===== src/rtl/core/cartesian_to_spherical_defines.svh =====
// ----------------------------------------------------------------------------
// cartesian_to_spherical assertion macros
// shared property forms for the conversion pipeline
// ----------------------------------------------------------------------------
`ifndef CARTESIAN_TO_SPHERICAL_DEFINES_SVH
`define CARTESIAN_TO_SPHERICAL_DEFINES_SVH

// implication checked on every rising clock edge outside reset
`define C2S_ASSERT_IMPL(label, clk, rst_n, ante, cons) \
	label: assert property (@(posedge clk) disable iff (!rst_n) (ante) |-> (cons)) \
		else $error("c2s check failed");

// next-cycle implication checked outside reset
`define C2S_ASSERT_NEXT(label, clk, rst_n, ante, cons) \
	label: assert property (@(posedge clk) disable iff (!rst_n) (ante) |=> (cons)) \
		else $error("c2s check failed");

`endif


===== src/rtl/core/c2s_sqrt_pipe.sv =====
// ----------------------------------------------------------------------------
// c2s_sqrt_pipe
// pipelined restoring square root, one result bit per stage
// ----------------------------------------------------------------------------
module c2s_sqrt_pipe #(
	parameter int IN_W = 64,
	parameter int Q_W = 32,
	parameter int SIDE_W = 8
) (
	input  logic              clk,
	input  logic              en,
	input  logic [IN_W-1:0]   radicand,
	input  logic [SIDE_W-1:0] side_in,
	output logic [Q_W-1:0]    root,
	output logic [Q_W+1:0]    rem_out,
	output logic [SIDE_W-1:0] side_out
);
	localparam int RW = Q_W + 2;
	localparam int NW = 2 * Q_W;

	logic [NW-1:0]     n_s1   [Q_W+1];
	logic [RW-1:0]     r_s1   [Q_W+1];
	logic [Q_W-1:0]    q_s1   [Q_W+1];
	logic [SIDE_W-1:0] sd_s1  [Q_W+1];

	always_comb begin
		n_s1[0] = NW'(radicand);
		r_s1[0] = '0;
		q_s1[0] = '0;
		sd_s1[0] = side_in;
	end

	for (genvar k = 0; k < Q_W; k++) begin : g_st
		logic [RW-1:0] trial;
		logic [RW-1:0] rnext;
		logic          take;
		always_comb begin
			rnext = {r_s1[k][RW-3:0], n_s1[k][NW-1 -: 2]};
			trial = {q_s1[k][RW-3:0], 2'b01};
			take = rnext >= trial;
		end
		always_ff @(posedge clk) begin
			if (en) begin
				n_s1[k+1] <= {n_s1[k][NW-3:0], 2'b00};
				r_s1[k+1] <= take ? rnext - trial : rnext;
				q_s1[k+1] <= {q_s1[k][Q_W-2:0], take};
				sd_s1[k+1] <= sd_s1[k];
			end
		end
	end

	assign root = q_s1[Q_W];
	assign rem_out = r_s1[Q_W];
	assign side_out = sd_s1[Q_W];
endmodule


===== config.mk =====
export PLATFORM = sky130hd
export DESIGN_NAME = c2s_sqrt_pipe
export DESIGN_NICKNAME = d
export VERILOG_FILES = /design/src/rtl/core/cartesian_to_spherical_defines.svh /design/src/rtl/core/c2s_sqrt_pipe.sv
export SDC_FILE = /design/constraint.sdc
export NUM_CORES = 2
export LEC_CHECK = 0
export BUFFER_PORTS_ARGS = -buffer_cell sky130_fd_sc_hd__buf_2
export CAP_MARGIN = 20
export CORE_MARGIN = 8
export CORE_UTILIZATION = 60
export DETAILED_ROUTE_END_ITERATION = 16
export PLACE_DENSITY = 0.84
export SLEW_MARGIN = 20
export SYNTH_ARGS = -nofsm -noshare
export SYNTH_HDL_FRONTEND = slang
export SYNTH_SLANG_ARGS = --single-unit

===== constraint.sdc =====
create_clock -name clk -period 11 [get_ports clk]
set_clock_uncertainty 0.05 [all_clocks]
set_input_delay 2.2 -clock clk [delete_from_list [all_inputs] [get_ports clk]]
set_output_delay 2.2 -clock clk [all_outputs]
set_load 0.1 [all_outputs]

# After elaboration in Yosys (flattened, before gate mapping)
# Index checks and enable logic that the tools add are counted.
op_classes:
  addsub: 32
  mux: 32
  magnitude_cmp: 32
ops:
  columns: ["op", "count"]
  rows:
  - ["32-bit 2-to-1 mux", 30]
  - ["34-bit by 10-bit greater-or-equal comparator with 1-bit output", 1]
  - ["34-bit by 11-bit greater-or-equal comparator with 1-bit output", 1]
  - ["34-bit by 12-bit greater-or-equal comparator with 1-bit output", 1]
  - ["34-bit by 13-bit greater-or-equal comparator with 1-bit output", 1]
  - ["34-bit by 14-bit greater-or-equal comparator with 1-bit output", 1]
  - ["34-bit by 15-bit greater-or-equal comparator with 1-bit output", 1]
  - ["34-bit by 16-bit greater-or-equal comparator with 1-bit output", 1]
  - ["34-bit by 17-bit greater-or-equal comparator with 1-bit output", 1]
  - ["34-bit by 18-bit greater-or-equal comparator with 1-bit output", 1]
  - ["34-bit by 19-bit greater-or-equal comparator with 1-bit output", 1]
  - ["34-bit by 20-bit greater-or-equal comparator with 1-bit output", 1]
  - ["34-bit by 21-bit greater-or-equal comparator with 1-bit output", 1]
  - ["34-bit by 22-bit greater-or-equal comparator with 1-bit output", 1]
  - ["34-bit by 23-bit greater-or-equal comparator with 1-bit output", 1]
  - ["34-bit by 24-bit greater-or-equal comparator with 1-bit output", 1]
  - ["34-bit by 25-bit greater-or-equal comparator with 1-bit output", 1]
  - ["34-bit by 26-bit greater-or-equal comparator with 1-bit output", 1]
  - ["34-bit by 27-bit greater-or-equal comparator with 1-bit output", 1]
  - ["34-bit by 28-bit greater-or-equal comparator with 1-bit output", 1]
  - ["34-bit by 29-bit greater-or-equal comparator with 1-bit output", 1]
  - ["34-bit by 3-bit greater-or-equal comparator with 1-bit output", 1]
  - ["34-bit by 30-bit greater-or-equal comparator with 1-bit output", 1]
  - ["34-bit by 31-bit greater-or-equal comparator with 1-bit output", 1]
  - ["43 further kinds", 43]
totals:
  out_inout_bits: 74
  wordCells: 224
  ff_bits: 2773

# Longest topological paths before layout
logic_depth:
  word_depth: 2
  ltp_mapped: 15
  depth_no_buf: 13

# Least setup slack after synthesis
# No wires, ideal clock.
synth_timing:
  path_kind: "register -> register"
  start: "reg r_s1, in the netlist g_st[28].rnext[2]"
  end: "reg r_s1, in the netlist g_st[29].rnext[10] (data pin)"
  n_path_buf: 2
  stages_incl_launch_ff: 13
  t_arrival_ns: 3.280
  slack_ns: 7.411
  period_less_slack_ns: 3.589
  path_cell_list: "edfxtp_1 -> ha_1 -> nor2b_1 -> o31a_1 -> o311ai_0 -> a21oi_1 -> a221oi_1 -> a21oi_1 -> nor3_1 -> o21a_1 -> clkbuf_1 -> buf_2 -> mux2_2"
synth_between:
  elab_chain_cells: 2
synth_rtl:
  columns: ["item", "line", "source"]
  rows:
  - ["start: declaration", "c2s_sqrt_pipe.sv:22", "logic [RW-1:0] r_s1 [Q_W+1];"]
  - ["start signal: indexed assignment", "c2s_sqrt_pipe.sv:45", "r_s1[k+1] <= take ? rnext - trial : rnext;"]
  - ["32-bit by 30-bit subtractor with 32-bit output or 34-bit by 30-bit greater-or-equal comparator with 1-bit output (tied branches)", "c2s_sqrt_pipe.sv:45, c2s_sqrt_pipe.sv:40", null]
  - ["32-bit 2-to-1 mux (*)", "c2s_sqrt_pipe.sv:45", null]
# Mark *: on every way between the ends. The rest lies on a longest branch, timed or not.
# A chain may end at the register's enable or synchronous reset.

# Worst setup path after layout
layout_timing:
  start: "reg r_s1, in the netlist g_st[28].rnext[2]"
  end: "reg r_s1, in the netlist g_st[29].rnext[26] (data pin)"
layout_between:
  elab_chain_cells: 2
layout_rtl:
  columns: ["item", "line", "source"]
  rows:
  - ["34-bit by 30-bit greater-or-equal comparator with 1-bit output", "c2s_sqrt_pipe.sv:40", "take = rnext >= trial;"]
  - ["net g_st[28].take", "c2s_sqrt_pipe.sv:36", "logic take;"]
  - ["32-bit 2-to-1 mux", "c2s_sqrt_pipe.sv:45", null]
# The timed path passes the listed nets, and every way through them passes these cells.

==> impl_metrics.tcl <==
set metrics [dict create \
    drive_gt1_share_pct 7.61 \
    synth-edff-count 2756 \
    cts.repair.resized 0 \
    p_leak_nw 52.1 \
    postSynthCellCount 9238 \
    syn_area_um2 124000 \
    tightest_slew_ns 1.16 \
    synthMuxAreaShare_pct 0.825 \
    worst_setup_hold_path_clk_slew_ns 0.07 \
    wire_per_inst_um 19.3 \
    start_util_pct 60.4 \
    holdBufCountCts 0 \
    final_util_pct 66.8 \
    synth_simple_gate_area_share_pct 9.08 \
    clock_sinks 2756 \
    synth_xor_area_share_pct 5.75 \
    grt_pass1_vias 74000 \
    final.setup.tns_ns 0 \
    total_power_mw 30.4 \
    place_congestion 0.978 \
    antenna_found_initial 2 \
    path_cells "ha_1, nor2b_1, o31a_1, o311ai_0, a21oi_1, a221oi_1, a21oi_1, nor3_1, o21a_1, buf_4, inv_1, mux2_2" \
    core_area_um2 205000 \
    slowest_delay_ns 0.61 \
    regToRegSetupSlack_ns 6.36 \
    die_y_um 470 \
    r2r_cells 12 \
    finalHoldWorstSlack_ns 0.327 \
    finalNetCount 10200 \
    multi_input_area_um2 37800 \
    power_density_nw_per_um2 222 \
    synth_warnings 0 \
    cts_root_buf "clkbuf_16" \
    min_from "n_s1[1595]" \
    vdd_drop_max_mv 0.245 \
    drtPass1Iterations 6 \
    yosysSeqAreaShare_pct 66.9 \
    dp.cells 12000 \
    synth_area_leaders "edfxtp_1, ha_1, xor2_1" \
    ios 148 \
    slew_viol_final 0 \
    insertion_delay_ns 0.94 \
    rsz0062_at_grt "no" \
    drtIter0Drc 5737 \
    end_kind "register" \
    post-route-period-util_pct 42.1 \
    hold_path_class "register to register" \
    num_rows 166 \
    min_to "n_s1[1533]" \
    ant_nets 0 \
    path_max_fanout 53 \
    drv_cap 0 \
    grt_use_total_pct 21.0 \
    r2r-start "g_st[28].rnext[2]" \
    syn_to_final_growth_pct 10.6 \
    h-tree-depth 5 \
    crit_path_top_delay_cell "o311ai_0" \
    numCtsBuffers 296 \
    hpwl_mm 168 \
    synth-adder-area-share_pct 5.69 \
    required_ns 11.62 \
    hold_viol 0 \
    synth_top_family_by_area "compound AO/OA/AOI/OAI gates" \
    synth_nets 9875 \
    cts_max_path_buffers 4 \
    ys_ff_latch 2756 \
    netlist-cell-type-count 85 \
    drcViolationCount 0 \
    status "complete, no violations" \
    synth_compound_gate_area_share_pct 9.09 \
    post_cts_buffers 0 \
    wl_mm 240 \
    grt_pass1_wl_mm 379 \
    seqCellArea_um2 82800 \
    async_reset_ff_share_pct 0 \
    worst-setup-path-type "register to register" \
    start_kind "register" \
    grt.overflow.total 0 \
    cpMostUsedCell "a21oi_1" \
    grt_max_degree 199 \
    place_area_um2 128000 \
    cts_tree "built" \
    portBuffers 147 \
    worst_slack_ns 6.36 \
    setup_viol 0 \
    nFillCells 13800 \
    syn_avg_cell_area_um2 13.4 \
    die_area_um2 221000 \
    synthFlopType "edfxtp_1" \
    arrival_ns 5.25 \
    dp_slack_ns 5.96 \
    die_w_um 470 \
    r2r-end "g_st[29].rnext[26]" \
    relSlewSlack_pct 21.8 \
    whs_path_depth 0 \
    fin_cells 12500 \
    fin_area_um2 137000 \
    post-route-min-period_ns 4.64 \
    yosysTopAreaCell "edfxtp_1" \
    timing.fmax_mhz 216 \
    synth_top_area_share_pct 66.9 \
    vias 73000 \
    viasPerCell 5.85 \
]
critical path: cells and delay by family, from the launching register on:
| kind | cells | cell delay [ns] |
|---|---|---|
| AO/OA/AOI/OAI | 6 | 2.20 |
| adder cells (fa/ha/maj) | 1 | 0.36 |
| buffers and inverters | 2 | 0.61 |
| flip-flops | 1 | 0.41 |
| multiplexers | 1 | 0.30 |
| AND/OR/NAND/NOR | 2 | 0.44 |
routing by layer:
layer  track usage (%)  up-vias  part of all wire [%]
li1                  -    34900                     -
met1              22.9    34900                    37
met2              38.3     2323                    52
met3              3.17      830                   4.7
met4              12.9        0                   6.7
met5                 0        -                     0
flip-flops by register name, indices dropped and copies added (netlist names):
register / cells
g_st.rnext: 1008
g_st.trial: 496
n_s1: 930
rem_out: 34
root: 32
sd_s1: 248
side_out: 8
Yosys cell counts, drive strengths merged, types with 82 or more instances:
library cell,count
clkbuf,140
nor2b,82
o21a,107
nor2,549
xor2,409
o21ai,526
nor3,220
nand2,645
nor4,108
ha,563
inv,713
edfxtp,2756
nand4,98
a21o,220
nand3,156
a21oi,552
nand2b,130
or3,91
xnor2,403
worst max-delay path by stage:
stage / startpoint / to / slack [ns] / depth (start not counted)
2_1_floorplan: g_st[28].rnext[2] / g_st[29].rnext[10] / 7.41 / 12
3_3_place_gp: en / n_s1[872] / 6.03 / 3
3_5_place_dp: en / n_s1[953] / 5.96 / 3
4_1_cts: g_st[28].rnext[2] / g_st[29].rnext[26] / 6.39 / 12
5_1_grt: g_st[28].rnext[2] / g_st[29].rnext[26] / 6.07 / 12
6_report: g_st[28].rnext[2] / g_st[29].rnext[26] / 6.36 / 12
cell families (layout without fill, tap and decap cells):
| group | Yosys count | in the layout |
|---|---|---|
| buf+inv | 876 | 1413 |
| compound gates | 1828 | 1828 |
| mux | 92 | 92 |
| xor+xnor | 812 | 812 |
| other cells | 1 | 3 |
| flops | 2756 | 2756 |
| simple gates | 2310 | 2310 |
| fa+ha+maj | 563 | 563 |
layout by cell type (no fill, tap or decap), drive strengths merged, types with 60 or more instances in the layout:
master,n
xnor2,403
nand4,98
edfxtp,2756
nor4,108
ha,563
o21a,107
nor2b,82
nand2b,130
o21ai,526
buf,194
nand3,156
mux2,80
inv,718
xor2,409
o31ai,60
nor3,220
a21o,220
a21oi,552
clkbuf,353
nor2,549
clkinv,112
or3,91
nand2,645
report_power, final:
part | leakage [nW] | internal, mW | total [mW] | switching [mW]
Clock | 4.43 | 5.53 | 9.40 | 3.87
Sequential | 26.6 | 13.3 | 14.1 | 0.776
Combinational | 21.1 | 2.59 | 6.88 | 4.29
Total | 52.1 | 21.5 | 30.4 | 8.94
cell type report:
| class | instances | area share, % |
|---|---|---|
| clock buffer | 353 | 5.61 |
| clock inverter | 152 | 1.02 |
| timing repair buffer | 194 | 0.909 |
| inverter | 714 | 1.96 |
| sequential | 2756 | 60.5 |
| multi-input combinational | 5606 | 27.6 |
| tap | 2688 | 2.46 |
| antenna | 2 | 0.00366 |
(Power assumes the default switching activity.)
