File: src/rtl/core/cartesian_to_spherical_defines.svh
// ----------------------------------------------------------------------------
// cartesian_to_spherical assertion macros
// shared property forms for the conversion pipeline
// ----------------------------------------------------------------------------
`ifndef CARTESIAN_TO_SPHERICAL_DEFINES_SVH
`define CARTESIAN_TO_SPHERICAL_DEFINES_SVH

// implication checked on every rising clock edge outside reset
`define C2S_ASSERT_IMPL(label, clk, rst_n, ante, cons) \
	label: assert property (@(posedge clk) disable iff (!rst_n) (ante) |-> (cons)) \
		else $error("c2s check failed");

// next-cycle implication checked outside reset
`define C2S_ASSERT_NEXT(label, clk, rst_n, ante, cons) \
	label: assert property (@(posedge clk) disable iff (!rst_n) (ante) |=> (cons)) \
		else $error("c2s check failed");

`endif

File: src/rtl/core/c2s_pkg.sv
// ----------------------------------------------------------------------------
// c2s_pkg
// shared constants, types and tables of the cartesian to spherical pipeline
// ----------------------------------------------------------------------------
package c2s_pkg;

	localparam int CORDIC_ITER_DEF = 20;
	localparam int ANG_W = 34;
	localparam int ROOT_W = 26;

	localparam logic [ANG_W-1:0] PI_Q30 = 34'd3373259426;
	localparam logic [ANG_W-1:0] HALFPI_Q30 = 34'd1686629713;
	localparam logic [ANG_W-1:0] TWOPI_Q30 = 34'd6746518852;
	localparam logic [ANG_W-1:0] THREEHALF_Q30 = 34'd5059889140;
	localparam logic [29:0] DEG_Q24 = 30'd961263669;
	localparam logic [24:0] RAD_FULL = 25'd411775;
	localparam logic [24:0] DEG_FULL = 25'd23592960;
	localparam logic [23:0] RAD_HALF = 24'd205887;
	localparam logic [23:0] DEG_HALF = 24'd11796480;

	typedef enum logic [1:0] {
		AZ_CORDIC = 2'd0,
		AZ_FIXED  = 2'd1
	} az_mode_t;

	// per-item side info that travels beside the root and cordic data
	typedef struct packed {
		logic x_neg;
		logic y_neg;
		logic z_neg;
		logic origin;
		logic az_fixed;
		logic pol_zero_b;
		logic pa_fixed;
		logic [ANG_W-1:0] az_fix_val;
		logic [ANG_W-1:0] pa_fix_val;
		logic deg;
	} side_t;

	function automatic logic [31:0] atan_q30(input int i);
		logic [31:0] t [32];
		t = '{32'h3243F6A8, 32'h1DAC6705, 32'h0FADBAFC, 32'h07F56EA6, 32'h03FEAB76,
			32'h01FFD55B, 32'h00FFFAAA, 32'h007FFF55, 32'h003FFFEA, 32'h001FFFFD,
			32'h000FFFFF, 32'h0007FFFF, 32'h0003FFFF, 32'h0001FFFF, 32'h0000FFFF,
			32'h00007FFF, 32'h00003FFF, 32'h00001FFF, 32'h00000FFF, 32'h000007FF,
			32'h000003FF, 32'h000001FF, 32'h000000FF, 32'h0000007F, 32'h0000003F,
			32'h0000001F, 32'h0000000F, 32'h00000008, 32'h00000004, 32'h00000002,
			32'h00000001, 32'h00000000};
		return t[i[4:0]];
	endfunction

endpackage

File: src/rtl/core/c2s_unit_conv.sv
// ----------------------------------------------------------------------------
// c2s_unit_conv
// angle to radians or degrees with rounding, two register stages
// ----------------------------------------------------------------------------
module c2s_unit_conv (
	input  logic                      clk,
	input  logic                      en,
	input  logic [c2s_pkg::ANG_W-1:0] ang,
	input  logic                      deg,
	output logic [24:0]               val
);
	import c2s_pkg::*;
	logic [63:0] prod_s1;
	logic [24:0] rad_s1;
	logic        deg_s1;

	always_ff @(posedge clk) begin
		if (en) begin
			prod_s1 <= 64'(ang) * 64'(DEG_Q24);
			rad_s1 <= 25'((35'(ang) + 35'd8192) >> 14);
			deg_s1 <= deg;
		end
	end

	always_ff @(posedge clk) begin
		if (en) val <= deg_s1 ? 25'((prod_s1 + 64'h20_0000_0000) >> 38) : rad_s1;
	end
endmodule

File: config.mk
export PLATFORM = sky130hd
export DESIGN_NAME = c2s_unit_conv
export DESIGN_NICKNAME = d
export VERILOG_FILES = /design/src/rtl/core/cartesian_to_spherical_defines.svh /design/src/rtl/core/c2s_pkg.sv /design/src/rtl/core/c2s_unit_conv.sv
export SDC_FILE = /design/constraint.sdc
export NUM_CORES = 1
export LEC_CHECK = 0
export BUFFER_PORTS_ARGS = -buffer_cell sky130_fd_sc_hd__buf_2
export CAP_MARGIN = 25
export CORE_MARGIN = 4
export CORE_UTILIZATION = 49
export DETAILED_ROUTE_END_ITERATION = 16
export PLACE_DENSITY = 0.65
export SLEW_MARGIN = 5
export SYNTH_ARGS = -nofsm -noshare
export SYNTH_HDL_FRONTEND = slang
export SYNTH_SLANG_ARGS = --single-unit
File: constraint.sdc
create_clock -name clk -period 12.9 [get_ports clk]
set_clock_uncertainty 0.1 [all_clocks]
set_input_delay 1.29 -clock clk [delete_from_list [all_inputs] [get_ports clk]]
set_output_delay 1.29 -clock clk [all_outputs]
set_load 0.03 [all_outputs]
# Word-level counts from Yosys, hierarchy flattened
# Cells that the tools add are included.
# word_totals
ff_bits	110
input_bits	37
output_inout_bits	25
elab_cells	9
# classes
n_addsub	2
n_mul	1
mux	1
# ops
cell	n
$add A63 B38 Y63 const B	1
$mul A34 B30 Y63 const B	1
$add A34 B14 Y35 const B	1
$mux W21	1

# Longest topological paths before layout
# logic_depth
ltp_word	2
ltp_mapped	25
ltp_nobuf	24

# Worst setup path after synthesis
# Ideal clock, no wire load.
# synth_timing
path_kind	input port to flip-flop
startpoint	input ang[4] (netlist name)
endpoint	register prod_s1[60] (data pin)
setup_ps	259
arrival_ps	7179
t_required_ps	12541
slack_ps	5361
stages	23
n_path_buf	0
cell_sequence	fa_1 inv_1 fa_1 inv_1 fa_1 inv_1 fa_1 inv_1 fa_1 fa_1 fa_1 inv_1 fa_1 inv_1 ha_1 a21oi_1 o21ai_0 a311oi_1 a21oi_1 nor3_2 o21ai_1 a41oi_1 xnor2_1
# synth_between
elab_chain_len	1
# synth_rtl
element	line_no	rtl
start, declared	c2s_unit_conv.sv:8	input logic [c2s_pkg::ANG_W-1:0] ang,
$mul A34 B30 Y63	c2s_unit_conv.sv:19	prod_s1 <= 64'(ang) * 64'(DEG_Q24);
end signal, assigned	c2s_unit_conv.sv:19	
end, declared	c2s_unit_conv.sv:13	logic [63:0] prod_s1;
# Every way passes these cells.
# A chain may end at the register's enable or synchronous reset.

# Worst setup path after layout
# layout_timing
startpoint	input ang[1] (netlist name)
endpoint	register prod_s1[53] (data pin)
# Same word-level chain as after synthesis.

==> qor_table.md <==
| Item | Reported | Unit |
|:---|:---|:---|
| Type of the most critical hold path | register to register | - |
| Antenna violations before repair | 1 | - |
| Total routed wirelength | 54100 | um |
| Reported max-cap violation count | 0 | - |
| Final slew viol count | 0 | - |
| Most frequently used flop master after synthesis | edfxtp_1 | - |
| Area growth syn-to-layout | 6.078 | % |
| Worst Min Path Start | rad_s1[20] | - |
| Number of cells after detailed placement | 2590 | - |
| Site Rows | 74 | - |
| Hold depth | 2 | - |
| Required time reported for the critical path endpoint | 12.87 | ns |
| Slack of the worst reg-to-reg path | 10.36 | ns |
| Crit path launch type | input pin | - |
| Adder and majority cell fraction of the synthesized area | 62.25 | % |
| Clock tree from TritonCTS | yes | - |
| Post-synthesis async set-or-reset flop share | 0 | % |
| Fmax achieved | 114.3 | MHz |
| Area inside the core boundary | 40830 | sq um |
| Final hold viol count | 0 | - |
| Starting density of the core | 49.66 | % |
| Bufs on Longest Clock Path | 2 | - |
| Hold Path Sink | val[20] | - |
| Detailed-placement wirelength estimate | 48630 | um |
| Synth Area per Inst | 10.07 | sq um |
| Data arrival time of the critical path | 8.71 | ns |
| Synthesized-area fraction occupied by ao, oa, aoi and oai cells | 5.856 | % |
| Smallest hold slack | 0.4663 | ns |
| Launch point of the worst reg-to-reg path | prod_s1[37] | - |
| Hold-fix buffer count after cts | 0 | - |
| Number of diodes added for antenna fixing | 0 | - |
| Count of unique library cells instantiated by Yosys | 50 | - |
| Synth Area in Simple Gates | 5.480 | % |
| Count of endpoints failing setup in the final report | 0 | - |
| Max H-tree Level | 3 | - |
| Global Route Usage Sum | 24.77 | % |
| Detailed Routing Iterations Pass 1 | 6 | - |
| Violation count after the first detailed-route iteration | 864 | - |
| Layout Nets | 2888 | - |
| Area fraction of the dominant cell type after synthesis | 37.32 | % |
| Largest area contributor in the synthesized netlist | fa_1 | - |
| Layout fillers | 3782 | - |
| Die X | 211.4 | um |
| Main combinational cell family by area after synthesis | adder cells | - |
| Sequential cell area | 2192 | sq um |
| Overflow left after global routing | 0 | - |
| Die outline area | 44700 | sq um |
| Detail-routed net length per standard cell | 20.76 | um |
| Placer's final routability congestion estimate | 0.9946 | - |
| Worst R2R End | val[23] | - |
| Setup Crit Path Kind | input pin to register | - |
| I/O pin count | 62 | - |
| Sinks on the clock net | 73 | - |
| Register bit total from synthesis | 73 | - |
| Combined area of all synthesized cells | 20280 | sq um |
| Post-CTS sizing | 0 | - |
| Post-DRT Antenna Nets | 0 | - |
| Total CTS buffers | 9 | - |
| Detailed-route DRC error count | 0 | - |
| Slew at the pin with the worst max-slew slack | 0.8881 | ns |
| Clock insertion delay at the later pin of the skew report | 0.33 | ns |
| Post-layout min period | 8.747 | ns |
| Sequential cell area fraction in the yosys report | 10.81 | % |
| Syn nets | 2832 | - |
| Number of vias in the routed layout | 13.85k | - |
| Vias in the first global route | 15.03k | - |
| Final period util | 67.80 | % |
| Status | finished clean | - |
| Category of the worst setup path capture point | register | - |
| Pin count of the biggest net entering global routing | 74 | - |
| Synthesized instance count | 2013 | - |
| Layout cell share with drive strength beyond 1 | 4.098 | % |
| Count of yosys warnings during synthesis | 0 | - |
| First-pass GRT wire length | 84590 | um |
| Largest cells by area after synthesis | fa_1 (37%), ha_1 (25%), inv_1 (12%) | - |
| Number of enable flip-flop cells after synthesis | 73 | - |
| Highest fanout seen on the critical path | 8 | - |
| Height of the die | 211.4 | um |
| Mux cell area share after synthesis | 0.1049 | % |
| Setup repair after global routing missed its margin | no | - |
| Clk root buf | clkbuf_16 | - |
| Final setup TNS | 0 | ns |
| Final Instance Count excl. Fillers | 2606 | - |
| # port buffers | 61 | - |
| Slew headroom | 40.79 | % |
| Cells on worst reg2reg path | 9 | - |
| Multi-input gate area in the final layout | 15640 | sq um |
| Number of buffers inserted to repair setup after CTS | 0 | - |
| Ratio of routed vias to standard cells | 5.315 | - |
| Post-Synth XOR/XNOR Area | 3.456 | % |
| Worst-path clk slew | 0.05 | ns |
-- cells in the mapped netlist (3+ instances only) --
cell / count
nor4_1: 6
edfxtp_1: 73
nand2_1: 61
a31oi_1: 9
and2_1: 7
nor2b_1: 3
a21boi_0: 4
nand4_1: 25
nand2b_1: 3
o21ai_0: 35
o21bai_1: 10
a211oi_1: 5
a21o_1: 13
nor2_1: 50
o21a_1: 5
o31ai_1: 3
inv_1: 631
o211ai_1: 8
a21oi_1: 88
fa_1: 378
xor2_1: 24
nor3_1: 17
ha_1: 404
xnor2_1: 56
nand3_1: 35
and3_1: 10
clkbuf_1: 18
-- worst max-delay path, cell delays in order --
cell and delay (ns):
buf_2 0.29, fa_1 0.53, xor2_1 0.21, ha_1 0.19, or2_2 0.31, fa_1 0.63, fa_1 0.47, fa_1 0.56
fa_1 0.44, fa_1 0.49, inv_1 0.05, fa_1 0.48, inv_1 0.04, ha_1 0.36, nand4_1 0.21, nor3_1 0.41
nand3_1 0.17, a31oi_1 0.31, nor2_1 0.14, o41ai_1 0.73, o21ai_0 0.25, xnor2_1 0.17
-- per-layer routing --
layer  wire length [um]  track usage [%]
met5                 10                0
met1              24980            36.87
met3               3278            3.927
met2              24920            39.21
met4                903            4.398
-- layout by cell type, fill, tap and decap left out, types with 3 or more instances in the layout --
master / netlist / layout
buf_2: 1 / 61
nand2b_1: 3 / 3
nor3_1: 17 / 17
fa_1: 378 / 378
nor2_1: 50 / 50
nand2_1: 61 / 61
a21boi_0: 4 / 4
nor4_1: 6 / 6
o31ai_1: 3 / 3
inv_1: 631 / 631
ha_1: 404 / 404
nand4_1: 25 / 25
o21ai_0: 35 / 35
and2_1: 7 / 7
o211ai_1: 8 / 8
a211oi_1: 5 / 5
clkbuf_16: 0 / 9
a21o_1: 13 / 13
buf_4: 0 / 3
o21bai_1: 10 / 10
nor2b_1: 3 / 3
edfxtp_1: 73 / 73
o21a_1: 5 / 5
nand3_1: 35 / 35
and3_1: 10 / 10
xor2_1: 24 / 24
xnor2_1: 56 / 56
a31oi_1: 9 / 9
a21oi_1: 88 / 88
-- how the worst max path moves through the flow --
stage	start	end	slack [ns]	cells past startpoint
finish	ang[1]	prod_s1[53]	4.15	22
global route	ang[14]	prod_s1[53]	3.70	24
CTS	ang[0]	prod_s1[53]	4.19	22
detailed placement	ang[15]	prod_s1[53]	3.85	24
global placement	ang[0]	prod_s1[57]	3.98	22
floorplan	ang[4]	prod_s1[60]	5.36	23
-- through the flow --
| stage | worst slack [ns] | cell area [sq um] | utilization [%] |
|---|---|---|---|
| 4_1_cts | 4.194 | 21510 | 52.68 |
| 2_1_floorplan | 5.361 | 20280 | - |
| 3_3_place_gp | 3.983 | 21200 | 51.91 |
| 6_report | 4.153 | 21510 | 52.68 |
| 3_5_place_dp | 3.854 | 21200 | 51.91 |
| 5_1_grt | 3.704 | 21510 | 52.68 |
-- registers in the layout, summed over array words and instances, names as in the netlist --
| name | count |
|---|---|
| prod_s1 | 26 |
| deg_s1 | 1 |
| val | 25 |
| rad_s1 | 21 |
-- cell families after synthesis --
kind of cell             count (synthesis)
AO/OA/AOI/OAI                          198
XOR/XNOR                                80
adder cells (fa/ha/maj)                782
buffers and inverters                  650
flip-flops                              73
multiplexers                             2
AND/OR/NAND/NOR                        228
-- cell type report --
| type | count | area share [%] |
|---|---|---|
| Multi-Input combinational cell | 1290 | 72.73 |
| Inverter | 631 | 11.01 |
| Sequential cell | 73 | 10.19 |
| Tap cell | 532 | 3.095 |
| Timing Repair Buffer | 64 | 1.524 |
| Clock buffer | 10 | 1.065 |
| Clock inverter | 6 | 0.3839 |
Power is not shown: default switching activity piles up to over one toggle a cycle in this logic, so the estimate is an artifact.
